`src/sv/epoch_seconds_to_calendar_defines.svh`:
```
// Assertion macros for the epoch seconds to calendar converter.
// Included by the top level; the macros expect clk_i and rst_ni in scope.
`ifndef EPOCH_SECONDS_TO_CALENDAR_DEFINES_SVH
`define EPOCH_SECONDS_TO_CALENDAR_DEFINES_SVH

// Condition implies consequence in the same cycle.
`define ES2C_ASSERT_NOW(lbl, cond, cons, msg) \
  lbl: assert property (@(posedge clk_i) disable iff (!rst_ni) (cond) |-> (cons)) \
    else $error(msg);

// Condition implies consequence in the following cycle.
`define ES2C_ASSERT_NEXT(lbl, cond, cons, msg) \
  lbl: assert property (@(posedge clk_i) disable iff (!rst_ni) (cond) |=> (cons)) \
    else $error(msg);

`endif

```
`src/sv/es2c_pkg.sv`:
```
// Shared types, constants and calendar helpers for the epoch converter.
// Used by the controller, the datapath and the top level; no dependencies.
package es2c_pkg;

  localparam int unsigned InWidth  = 31;
  localparam int unsigned DaysW    = 15;

  localparam logic [10:0] EpochYear    = 11'd1970;
  localparam logic [2:0]  EpochWeekday = 3'd4;

  // Divisors of the shared divider.
  localparam logic [16:0] SecsPerDay  = 17'd86400;
  localparam logic [16:0] SecsPerHour = 17'd3600;
  localparam logic [16:0] SecsPerMin  = 17'd60;
  localparam logic [16:0] DaysPerWeek = 17'd7;

  // Reciprocals: quotient = ((n >> pre) * recip) >> post, exact over the
  // reachable numerators. Pre-shifts are 7, 4, 2 and 0 (the power-of-two
  // factor of each divisor); post-shifts follow below.
  localparam logic [24:0] RecipDay  = 25'd25451659;
  localparam logic [24:0] RecipHour = 25'd9321;
  localparam logic [24:0] RecipMin  = 25'd1093;
  localparam logic [24:0] RecipWeek = 25'd37450;

  localparam int unsigned DayPost  = 34;
  localparam int unsigned HourPost = 21;
  localparam int unsigned MinPost  = 14;
  localparam int unsigned WeekPost = 18;

  localparam logic [3:0] LastMonthIdx = 4'd11;

  typedef enum logic [3:0] {
    ST_IDLE,
    ST_DAY_Q,
    ST_DAY_R,
    ST_HOUR_Q,
    ST_HOUR_R,
    ST_MIN_Q,
    ST_MIN_R,
    ST_WDAY_Q,
    ST_WDAY_R,
    ST_YEAR,
    ST_MONTH,
    ST_DONE
  } state_e;

  typedef enum logic [1:0] {
    DIV_DAY,
    DIV_HOUR,
    DIV_MIN,
    DIV_WEEK
  } div_sel_e;

  // Commands from the controller to the datapath.
  typedef struct packed {
    logic             load;
    logic             div_q;
    logic             div_r;
    div_sel_e         div_sel;
    logic             year_step;
    logic             save_doy;
    logic             month_step;
    logic             publish;
  } cmd_t;

  // Status from the datapath to the controller.
  typedef struct packed {
    logic year_more;
    logic month_more;
  } sts_t;

  // Leap rule for the years this block can reach (1970..2038): the only
  // century year in that span is 2000, which is a multiple of 400, so the
  // multiple-of-four test is exact.
  function automatic logic is_leap(input logic [10:0] year);
    return (year[1:0] == 2'b00);
  endfunction

  function automatic logic [8:0] year_len(input logic leap);
    return leap ? 9'd366 : 9'd365;
  endfunction

  // Month length, month index counted from zero.
  function automatic logic [4:0] month_len(input logic leap, input logic [3:0] mon);
    logic [4:0] len;
    unique case (mon)
      4'd1:                       len = leap ? 5'd29 : 5'd28;
      4'd3, 4'd5, 4'd8, 4'd10:    len = 5'd30;
      default:                    len = 5'd31;
    endcase
    return len;
  endfunction

  function automatic logic [16:0] divisor(input div_sel_e sel);
    logic [16:0] d;
    unique case (sel)
      DIV_DAY:  d = SecsPerDay;
      DIV_HOUR: d = SecsPerHour;
      DIV_MIN:  d = SecsPerMin;
      DIV_WEEK: d = DaysPerWeek;
      default:  d = SecsPerDay;
    endcase
    return d;
  endfunction

endpackage

```
`src/sv/epoch_seconds_to_calendar.sv`:
```
// Top level of the epoch seconds to calendar converter.
// Instantiates es2c_ctrl and es2c_dpath; uses es2c_pkg and the defines header.
//
//   Channel   Dir  Payload (tdata, low bit first)
//   s_axis    in   epoch_seconds[30:0], pad[31]
//   m_axis    out  second, minute, hour, day_of_month, month, year,
//                  day_of_year, week_day, pad[55:49]
//
// An item goes from its input transfer through the reciprocal divisions (quotient, then
// remainder, for day, hour, minute and weekday), then a year search and a month search
// that step once per whole year or month and once more to leave, then a load of the result.
// Reset clears the controller and the result flag. A stalled result waits in its own
// register; the next item is taken meanwhile and holds in its final state until then.
`include "epoch_seconds_to_calendar_defines.svh"

module epoch_seconds_to_calendar (
  input  logic        clk_i,
  input  logic        rst_ni,
  input  logic        s_axis_tvalid,
  output logic        s_axis_tready,
  input  logic [31:0] s_axis_tdata,   // [30:0] epoch_seconds, [31] zero
  output logic        m_axis_tvalid,
  input  logic        m_axis_tready,
  output logic [55:0] m_axis_tdata    // [5:0] second, [11:6] minute, [16:12] hour,
                                      // [21:17] day_of_month, [25:22] month,
                                      // [36:26] year, [45:37] day_of_year,
                                      // [48:46] week_day, [55:49] zero
);

  es2c_pkg::cmd_t cmd;
  es2c_pkg::sts_t sts;

  logic [5:0]  second;
  logic [5:0]  minute;
  logic [4:0]  hour;
  logic [4:0]  day_of_month;
  logic [3:0]  month;
  logic [10:0] year;
  logic [8:0]  day_of_year;
  logic [2:0]  week_day;

  es2c_ctrl u_ctrl (
    .clk_i       (clk_i),
    .rst_ni      (rst_ni),
    .in_valid_i  (s_axis_tvalid),
    .in_ready_o  (s_axis_tready),
    .out_ready_i (m_axis_tready),
    .out_valid_o (m_axis_tvalid),
    .sts_i       (sts),
    .cmd_o       (cmd)
  );

  es2c_dpath u_dpath (
    .clk_i           (clk_i),
    .epoch_seconds_i (s_axis_tdata[es2c_pkg::InWidth-1:0]),
    .cmd_i           (cmd),
    .sts_o           (sts),
    .second_o        (second),
    .minute_o        (minute),
    .hour_o          (hour),
    .day_of_month_o  (day_of_month),
    .month_o         (month),
    .year_o          (year),
    .day_of_year_o   (day_of_year),
    .week_day_o      (week_day)
  );

  assign m_axis_tdata = {7'd0, week_day, day_of_year, year, month, day_of_month,
                         hour, minute, second};

  // Checks on the conversion sequence and the result fields.
  `ES2C_ASSERT_NEXT(a_busy_after_accept, s_axis_tvalid && s_axis_tready, !s_axis_tready, "block still ready right after an input transfer")
  `ES2C_ASSERT_NOW(a_time_range, m_axis_tvalid, (second < 6'd60) && (minute < 6'd60) && (hour < 5'd24), "time of day out of range")
  `ES2C_ASSERT_NOW(a_date_range, m_axis_tvalid, (month != 4'd0) && (month < 4'd13) && (day_of_month != 5'd0) && (week_day < 3'd7) && (day_of_year < 9'd366 || day_of_year == 9'd365), "calendar date out of range")

endmodule

```
`src/sv/es2c_ctrl.sv`:
```
// Sequencing controller of the epoch converter: state machine and the
// result valid flag. Depends on es2c_pkg.
module es2c_ctrl (
  input  logic              clk_i,
  input  logic              rst_ni,
  input  logic              in_valid_i,
  output logic              in_ready_o,
  input  logic              out_ready_i,
  output logic              out_valid_o,
  input  es2c_pkg::sts_t    sts_i,
  output es2c_pkg::cmd_t    cmd_o
);

  es2c_pkg::state_e               state_q, state_d;
  logic                           out_valid_q, out_valid_d;

  // State and result flag.
  always_ff @(posedge clk_i or negedge rst_ni) begin
    if (!rst_ni) begin
      state_q     <= es2c_pkg::ST_IDLE;
      out_valid_q <= 1'b0;
    end else begin
      state_q     <= state_d;
      out_valid_q <= out_valid_d;
    end
  end

  // Next state and datapath commands.
  always_comb begin
    state_d       = state_q;
    cmd_o         = '0;
    cmd_o.div_sel = es2c_pkg::DIV_DAY;
    unique case (state_q)
      es2c_pkg::ST_IDLE: begin
        if (in_valid_i) begin
          cmd_o.load = 1'b1;
          state_d    = es2c_pkg::ST_DAY_Q;
        end
      end
      es2c_pkg::ST_DAY_Q: begin
        cmd_o.div_q   = 1'b1;
        cmd_o.div_sel = es2c_pkg::DIV_DAY;
        state_d       = es2c_pkg::ST_DAY_R;
      end
      es2c_pkg::ST_DAY_R: begin
        cmd_o.div_r   = 1'b1;
        cmd_o.div_sel = es2c_pkg::DIV_DAY;
        state_d       = es2c_pkg::ST_HOUR_Q;
      end
      es2c_pkg::ST_HOUR_Q: begin
        cmd_o.div_q   = 1'b1;
        cmd_o.div_sel = es2c_pkg::DIV_HOUR;
        state_d       = es2c_pkg::ST_HOUR_R;
      end
      es2c_pkg::ST_HOUR_R: begin
        cmd_o.div_r   = 1'b1;
        cmd_o.div_sel = es2c_pkg::DIV_HOUR;
        state_d       = es2c_pkg::ST_MIN_Q;
      end
      es2c_pkg::ST_MIN_Q: begin
        cmd_o.div_q   = 1'b1;
        cmd_o.div_sel = es2c_pkg::DIV_MIN;
        state_d       = es2c_pkg::ST_MIN_R;
      end
      es2c_pkg::ST_MIN_R: begin
        cmd_o.div_r   = 1'b1;
        cmd_o.div_sel = es2c_pkg::DIV_MIN;
        state_d       = es2c_pkg::ST_WDAY_Q;
      end
      es2c_pkg::ST_WDAY_Q: begin
        cmd_o.div_q   = 1'b1;
        cmd_o.div_sel = es2c_pkg::DIV_WEEK;
        state_d       = es2c_pkg::ST_WDAY_R;
      end
      es2c_pkg::ST_WDAY_R: begin
        cmd_o.div_r   = 1'b1;
        cmd_o.div_sel = es2c_pkg::DIV_WEEK;
        state_d       = es2c_pkg::ST_YEAR;
      end
      es2c_pkg::ST_YEAR: begin
        if (sts_i.year_more) begin
          cmd_o.year_step = 1'b1;
        end else begin
          cmd_o.save_doy = 1'b1;
          state_d        = es2c_pkg::ST_MONTH;
        end
      end
      es2c_pkg::ST_MONTH: begin
        if (sts_i.month_more) begin
          cmd_o.month_step = 1'b1;
        end else begin
          state_d = es2c_pkg::ST_DONE;
        end
      end
      es2c_pkg::ST_DONE: begin
        // Load the result register once the previous result has gone.
        if (!out_valid_q || out_ready_i) begin
          cmd_o.publish = 1'b1;
          state_d       = es2c_pkg::ST_IDLE;
        end
      end
      default: begin
        state_d = es2c_pkg::ST_IDLE;
      end
    endcase
  end

  // Result flag: set on publish, cleared when the transfer completes.
  always_comb begin
    if (cmd_o.publish) begin
      out_valid_d = 1'b1;
    end else if (out_ready_i) begin
      out_valid_d = 1'b0;
    end else begin
      out_valid_d = out_valid_q;
    end
  end

  assign in_ready_o  = (state_q == es2c_pkg::ST_IDLE);
  assign out_valid_o = out_valid_q;

endmodule

```
`src/sv/es2c_dpath.sv`:
```
// Datapath of the epoch converter: shared reciprocal divider, year and month
// subtraction counters and the result register. Depends on es2c_pkg.
module es2c_dpath (
  input  logic                           clk_i,
  input  logic [es2c_pkg::InWidth-1:0]   epoch_seconds_i,
  input  es2c_pkg::cmd_t                 cmd_i,
  output es2c_pkg::sts_t                 sts_o,
  output logic [5:0]                     second_o,
  output logic [5:0]                     minute_o,
  output logic [4:0]                     hour_o,
  output logic [4:0]                     day_of_month_o,
  output logic [3:0]                     month_o,
  output logic [10:0]                    year_o,
  output logic [8:0]                     day_of_year_o,
  output logic [2:0]                     week_day_o
);

  logic [es2c_pkg::InWidth-1:0]  rem_q;
  logic [es2c_pkg::DaysW-1:0]    quo_q;
  logic [es2c_pkg::DaysW-1:0]    days_q;
  logic [4:0]                    hour_q;
  logic [5:0]                    min_q;
  logic [5:0]                    sec_q;
  logic [2:0]                    wday_q;
  logic [10:0]                   year_q;
  logic [3:0]                    mon_q;
  logic [8:0]                    doy_q;

  logic [23:0]                   mul_a;
  logic [24:0]                   mul_b;
  logic [48:0]                   prod;
  logic [es2c_pkg::DaysW-1:0]    quo_d;
  logic [31:0]                   back_prod;
  logic [es2c_pkg::InWidth-1:0]  rem_d;
  logic                          leap;
  logic [8:0]                    ylen;
  logic [4:0]                    mlen;

  // Quotient by reciprocal: scale the pre-shifted numerator and keep the
  // high product bits.
  always_comb begin
    unique case (cmd_i.div_sel)
      es2c_pkg::DIV_DAY: begin
        mul_a = rem_q[30:7];
        mul_b = es2c_pkg::RecipDay;
      end
      es2c_pkg::DIV_HOUR: begin
        mul_a = 24'(rem_q[16:4]);
        mul_b = es2c_pkg::RecipHour;
      end
      es2c_pkg::DIV_MIN: begin
        mul_a = 24'(rem_q[11:2]);
        mul_b = es2c_pkg::RecipMin;
      end
      es2c_pkg::DIV_WEEK: begin
        mul_a = 24'(rem_q[14:0]);
        mul_b = es2c_pkg::RecipWeek;
      end
      default: begin
        mul_a = rem_q[30:7];
        mul_b = es2c_pkg::RecipDay;
      end
    endcase
    prod = 49'(mul_a) * 49'(mul_b);
    unique case (cmd_i.div_sel)
      es2c_pkg::DIV_DAY:  quo_d = prod[es2c_pkg::DayPost +: 15];
      es2c_pkg::DIV_HOUR: quo_d = 15'(prod[es2c_pkg::HourPost +: 6]);
      es2c_pkg::DIV_MIN:  quo_d = 15'(prod[es2c_pkg::MinPost +: 7]);
      es2c_pkg::DIV_WEEK: quo_d = 15'(prod[es2c_pkg::WeekPost +: 13]);
      default:            quo_d = prod[es2c_pkg::DayPost +: 15];
    endcase
  end

  // Remainder: numerator less the registered quotient times the divisor.
  assign back_prod = 32'(quo_q) * 32'(es2c_pkg::divisor(cmd_i.div_sel));
  assign rem_d     = rem_q - back_prod[es2c_pkg::InWidth-1:0];

  // Year and month lengths for the current search position.
  assign leap = es2c_pkg::is_leap(year_q);
  assign ylen = es2c_pkg::year_len(leap);
  assign mlen = es2c_pkg::month_len(leap, mon_q);

  assign sts_o.year_more  = (days_q >= es2c_pkg::DaysW'(ylen));
  assign sts_o.month_more = (mon_q != es2c_pkg::LastMonthIdx) &&
                            (days_q >= es2c_pkg::DaysW'(mlen));

  // Working registers.
  always_ff @(posedge clk_i) begin
    if (cmd_i.load) begin
      rem_q  <= epoch_seconds_i;
      year_q <= es2c_pkg::EpochYear;
      mon_q  <= '0;
    end
    if (cmd_i.div_q) begin
      quo_q <= quo_d;
    end
    if (cmd_i.div_r) begin
      // For day and hour, the remainder feeds the next pass and the quotient goes to its field.
      unique case (cmd_i.div_sel)
        es2c_pkg::DIV_DAY: begin
          days_q <= quo_q;
          rem_q  <= rem_d;
        end
        es2c_pkg::DIV_HOUR: begin
          hour_q <= quo_q[4:0];
          rem_q  <= rem_d;
        end
        es2c_pkg::DIV_MIN: begin
          // Seconds are what the minute pass leaves; the weekday pass then
          // reduces the day count offset by the epoch weekday.
          min_q <= quo_q[5:0];
          sec_q <= rem_d[5:0];
          rem_q <= es2c_pkg::InWidth'(days_q) + es2c_pkg::InWidth'(es2c_pkg::EpochWeekday);
        end
        es2c_pkg::DIV_WEEK: begin
          wday_q <= rem_d[2:0];
        end
        default: ;
      endcase
    end
    if (cmd_i.year_step) begin
      days_q <= days_q - es2c_pkg::DaysW'(ylen);
      year_q <= year_q + 11'd1;
    end
    if (cmd_i.save_doy) begin
      doy_q <= days_q[8:0];
    end
    if (cmd_i.month_step) begin
      days_q <= days_q - es2c_pkg::DaysW'(mlen);
      mon_q  <= mon_q + 4'd1;
    end
  end

  // Result register.
  always_ff @(posedge clk_i) begin
    if (cmd_i.publish) begin
      second_o       <= sec_q;
      minute_o       <= min_q;
      hour_o         <= hour_q;
      day_of_month_o <= days_q[4:0] + 5'd1;
      month_o        <= mon_q + 4'd1;
      year_o         <= year_q;
      day_of_year_o  <= doy_q;
      week_day_o     <= wday_q;
    end
  end

endmodule

```
`config.mk`:
```
export PLATFORM = sky130hd
export DESIGN_NAME = epoch_seconds_to_calendar
export DESIGN_NICKNAME = d
export VERILOG_FILES = /design/src/sv/es2c_pkg.sv /design/src/sv/epoch_seconds_to_calendar.sv /design/src/sv/es2c_ctrl.sv /design/src/sv/es2c_dpath.sv
export VERILOG_INCLUDE_DIRS = /design/src /design/src/sv
export SDC_FILE = /design/constraint.sdc
export NUM_CORES = 2
export LEC_CHECK = 0
export ABC_CLOCK_PERIOD_IN_PS = 10400
export BUFFER_PORTS_ARGS = -buffer_cell sky130_fd_sc_hd__buf_4
export CORE_ASPECT_RATIO = 0.5
export CORE_MARGIN = 10
export CORE_UTILIZATION = 60
export CTS_BUF_LIST = sky130_fd_sc_hd__clkbuf_4 sky130_fd_sc_hd__clkbuf_8 sky130_fd_sc_hd__clkbuf_16
export DETAILED_ROUTE_END_ITERATION = 16
export PLACE_DENSITY = 0.8
export SYNTH_ARGS = -nofsm -noshare
export SYNTH_HDL_FRONTEND = slang
export SYNTH_SLANG_ARGS = --single-unit
export TNS_END_PERCENT = 30
```
`constraint.sdc`:
```
create_clock -name clk_i -period 10.4 [get_ports clk_i]
set_clock_uncertainty 0.05 [all_clocks]
set_input_delay 1.56 -clock clk_i [delete_from_list [all_inputs] [get_ports clk_i]]
set_output_delay 1.56 -clock clk_i [all_outputs]
set_load 0.02 [all_outputs]
```
==> key figures <==
Floorplanning
  – DIE WIDTH: 333.0 um
  – Starting density of the core: 60.59%
  – Die Height: 176.5 um
  – Row cnt: 57
  – Num ports: 94
  – Die area: 58,760 um^2
  – Core footprint: 48,500 um^2

Clock network
  – Worst skew pair latency: 450 ps
  – Clk sinks: 159
  – Post_cts resized: 0
  – CTS Buffer Depth: 2
  – Hold_buf cts: 0
  – Post-CTS Setup Inserts: 0
  – Number of CTS-inserted buffers: 17
  – H-tree depth: 4
  – Clock root buffer: clkbuf_16
  – Clock-pin slew on the worst setup and hold paths: 80 ps
  – CTS tree: yes

Final layout
  – ANT cells: 0
  – Nets: 4,059
  – Sequential Area: 4439 um^2
  – Area grow syn2layout: 6.954%
  – Multi-input gate area: 21,440 um^2
  – Share of cells above drive strength 1: 6.280%
  – # fillers: 3,819

Outcome
  – Status: completed

Worst setup path
  – Crit path arrival time: 9910 ps
  – Worst r2r src: u_ctrl.state_q[3]
  – Startpoint types: register
  – Worst Path Required: 10,510 ps
  – CP startpoint: u_ctrl.state_q[3]
  – Worst path buffer plus inverter count: 6
  – Flop-to-flop setup slack: 600 ps
  – Setup crit end kind: register
  – Setup Crit Path Kind: register to register
  – Reg2reg path depth: 31
  – R2r endpoint: u_dpath.quo_q[14]
  – Levels on crit path: 31
  – Slowest cell on crit path: fa_1
  – Worst-path fanout max: 21
  – End of the critical path: u_dpath.quo_q[14]
  – Max incr delay on CP: 560 ps
  – Crit path top cell by count: fa_1
  – Top delay family on crit path: adder cells

Global routing
  – Total global routing overflow: 0
  – Initial antenna violation count: 2
  – GRT Total Usage: 26.88%
  – Largest net degree at the start of global routing: 51
  – Vias in the first global route: 23,030
  – First-pass GRT wire length: 124.9 mm

Timing
  – Setup TNS Final: 0 ps
  – RSZ-0062 raised after global routing: false
  – Fin crit share: 94.26%
  – Min cycle time layout: 9804 ps
  – Post-route worst setup slack: 596.5 ps
  – Worst-Margin Slew: 1107 ps
  – Final hold violations: 0
  – Relative slew slack: 25.95%
  – Final setup viols: 0
  – Final Slew Violations: 0
  – Fmax achieved: 0.1020 GHz

Yosys
  – XOR/XNOR Fraction of Synth Area: 2.832%
  – Register area share after synthesis: 15.11%
  – Synth Area in Compound Gates: 8.163%
  – Mux contribution to synthesized area: 1.201%
  – Synth Area in Simple Gates: 9.394%
  – Post-synthesis async set-or-reset flop share: 3.145%
  – Syn Inst Count: 3,047
  – Top FF cell, synth: edfxtp_1
  – Synth Area in Adders: 51.01%
  – Netlist cell types: 76
  – Seq cells post-synth: 159
  – Main combinational cell family by area after synthesis: adder cells
  – Post-synth EDFFs: 123
  – Cell Area, Synth: 29,380 um^2
  – Syn avg cell area: 9.643 um^2
  – Warnings from Yosys: 0

Place
  – HPWL Detailed: 65.40 mm
  – Post-place setup slack: 693.8 ps
  – Routability cong.: 0.9754
  – IO Port Bufs: 85

Detailed routing
  – Drt via density: 5.696
  – Overall routed net length: 76.89 mm
  – Total number of vias: 21,570
  – Average wire per cell in the routed design: 20.31 um
  – Final antenna-violating net count: 0
  – TritonRoute pass-1 iters: 6
  – Drt drc: 0
  – DR iter-0 viols: 1,940

Worst hold path
  – Worst hold path type: register to register

Run
  – Max Cap Violations: 0
-- layout make-up --
class,instances,share of cell area (%)
multi-input cells,1984,68.23
clock buffers,17,1.354
inverters,835,9.974
flip-flops and latches,159,14.13
well taps,649,2.584
clock inverters,15,0.6570
repair buffers,127,3.074
-- layout by cell type (no fill, tap or decap), drive strengths merged, types with 14 or more instances in the layout --
cell    count
a21oi     109
o211ai     14
xnor2      53
a221oi     21
o21ai      64
nand2     219
inv       840
nand2b     20
and3       31
nor2b      34
mux2i      33
ha        401
fa        498
xor2       42
clkbuf     17
nor2       98
nand4      15
buf       127
o22ai      22
dfxtp      31
conb       20
edfxtp    123
a21o       29
and2       71
nor3       20
nand3      29
-- synthesized netlist by cell type (all sizes together), types with 31 or more instances --
cell	instances	area share, %
and3	31	0.66
nand2	219	2.8
nor2	98	1.3
fa	498	34
nor2b	34	0.72
and2	71	1.5
a21oi	109	1.9
mux2i	33	1.1
ha	401	17
inv	834	11
dfxtp	31	2.1
xor2	42	1.3
clkbuf	67	1.1
o21ai	64	1.1
xnor2	53	1.6
edfxtp	123	13
-- cell families (layout without fill, tap and decap cells) --
| family | count (synthesis) | in the layout |
|---|---|---|
| compound gates | 361 | 361 |
| xor+xnor | 95 | 95 |
| fa+ha+maj | 899 | 899 |
| buf+inv | 922 | 994 |
| flops | 159 | 159 |
| mux | 35 | 35 |
| other cells | 2 | 20 |
| simple gates | 574 | 574 |
-- worst min path at each step --
stage / startpoint / endpoint / cells after the start
finish: u_dpath.wday_q[2] / u_dpath.week_day_o[2] / 0
global route: u_dpath.wday_q[2] / u_dpath.week_day_o[2] / 0
CTS: u_dpath.doy_q[8] / u_dpath.day_of_year_o[8] / 0
detailed placement: u_dpath.doy_q[8] / u_dpath.day_of_year_o[8] / 0
global placement: u_dpath.doy_q[6] / u_dpath.day_of_year_o[6] / 0
floorplan: u_dpath.doy_q[0] / u_dpath.day_of_year_o[0] / 0
-- flip-flops by register name, summed over array words and instances (netlist names), 6 cells and up --
| register | cells |
|---|---|
| u_dpath.year_q | 11 |
| u_dpath.doy_q | 9 |
| u_dpath.min_q | 6 |
| u_dpath.sec_q | 6 |
| u_dpath.day_of_year_o | 9 |
| u_dpath.days_q | 15 |
| u_dpath.quo_q | 15 |
| u_dpath.second_o | 6 |
| u_dpath.year_o | 11 |
| u_dpath.rem_q | 31 |
| u_dpath.minute_o | 6 |
-- stage by stage --
step	hold slack, ps	instances	area [um^2]	util, %
after floorplan	350.3	3065	29450	-
after global placement	351.6	3754	30790	63.49
after detailed placement	354.5	3754	30790	63.49
after CTS	373.2	3786	31420	64.79
after global routing	370.6	3786	31430	64.80
final	370.3	3786	31430	64.80
-- routing by layer --
metal	up-vias	track usage, %	share of wire (%)
li1	9706	-	-
met1	10640	36.76	41
met4	0	7.525	2.8
met5	-	0	0
met2	1066	43.40	46
met3	156	5.328	11
Power is not shown: default switching activity piles up to over one toggle a cycle in this logic, so the estimate is an artifact.
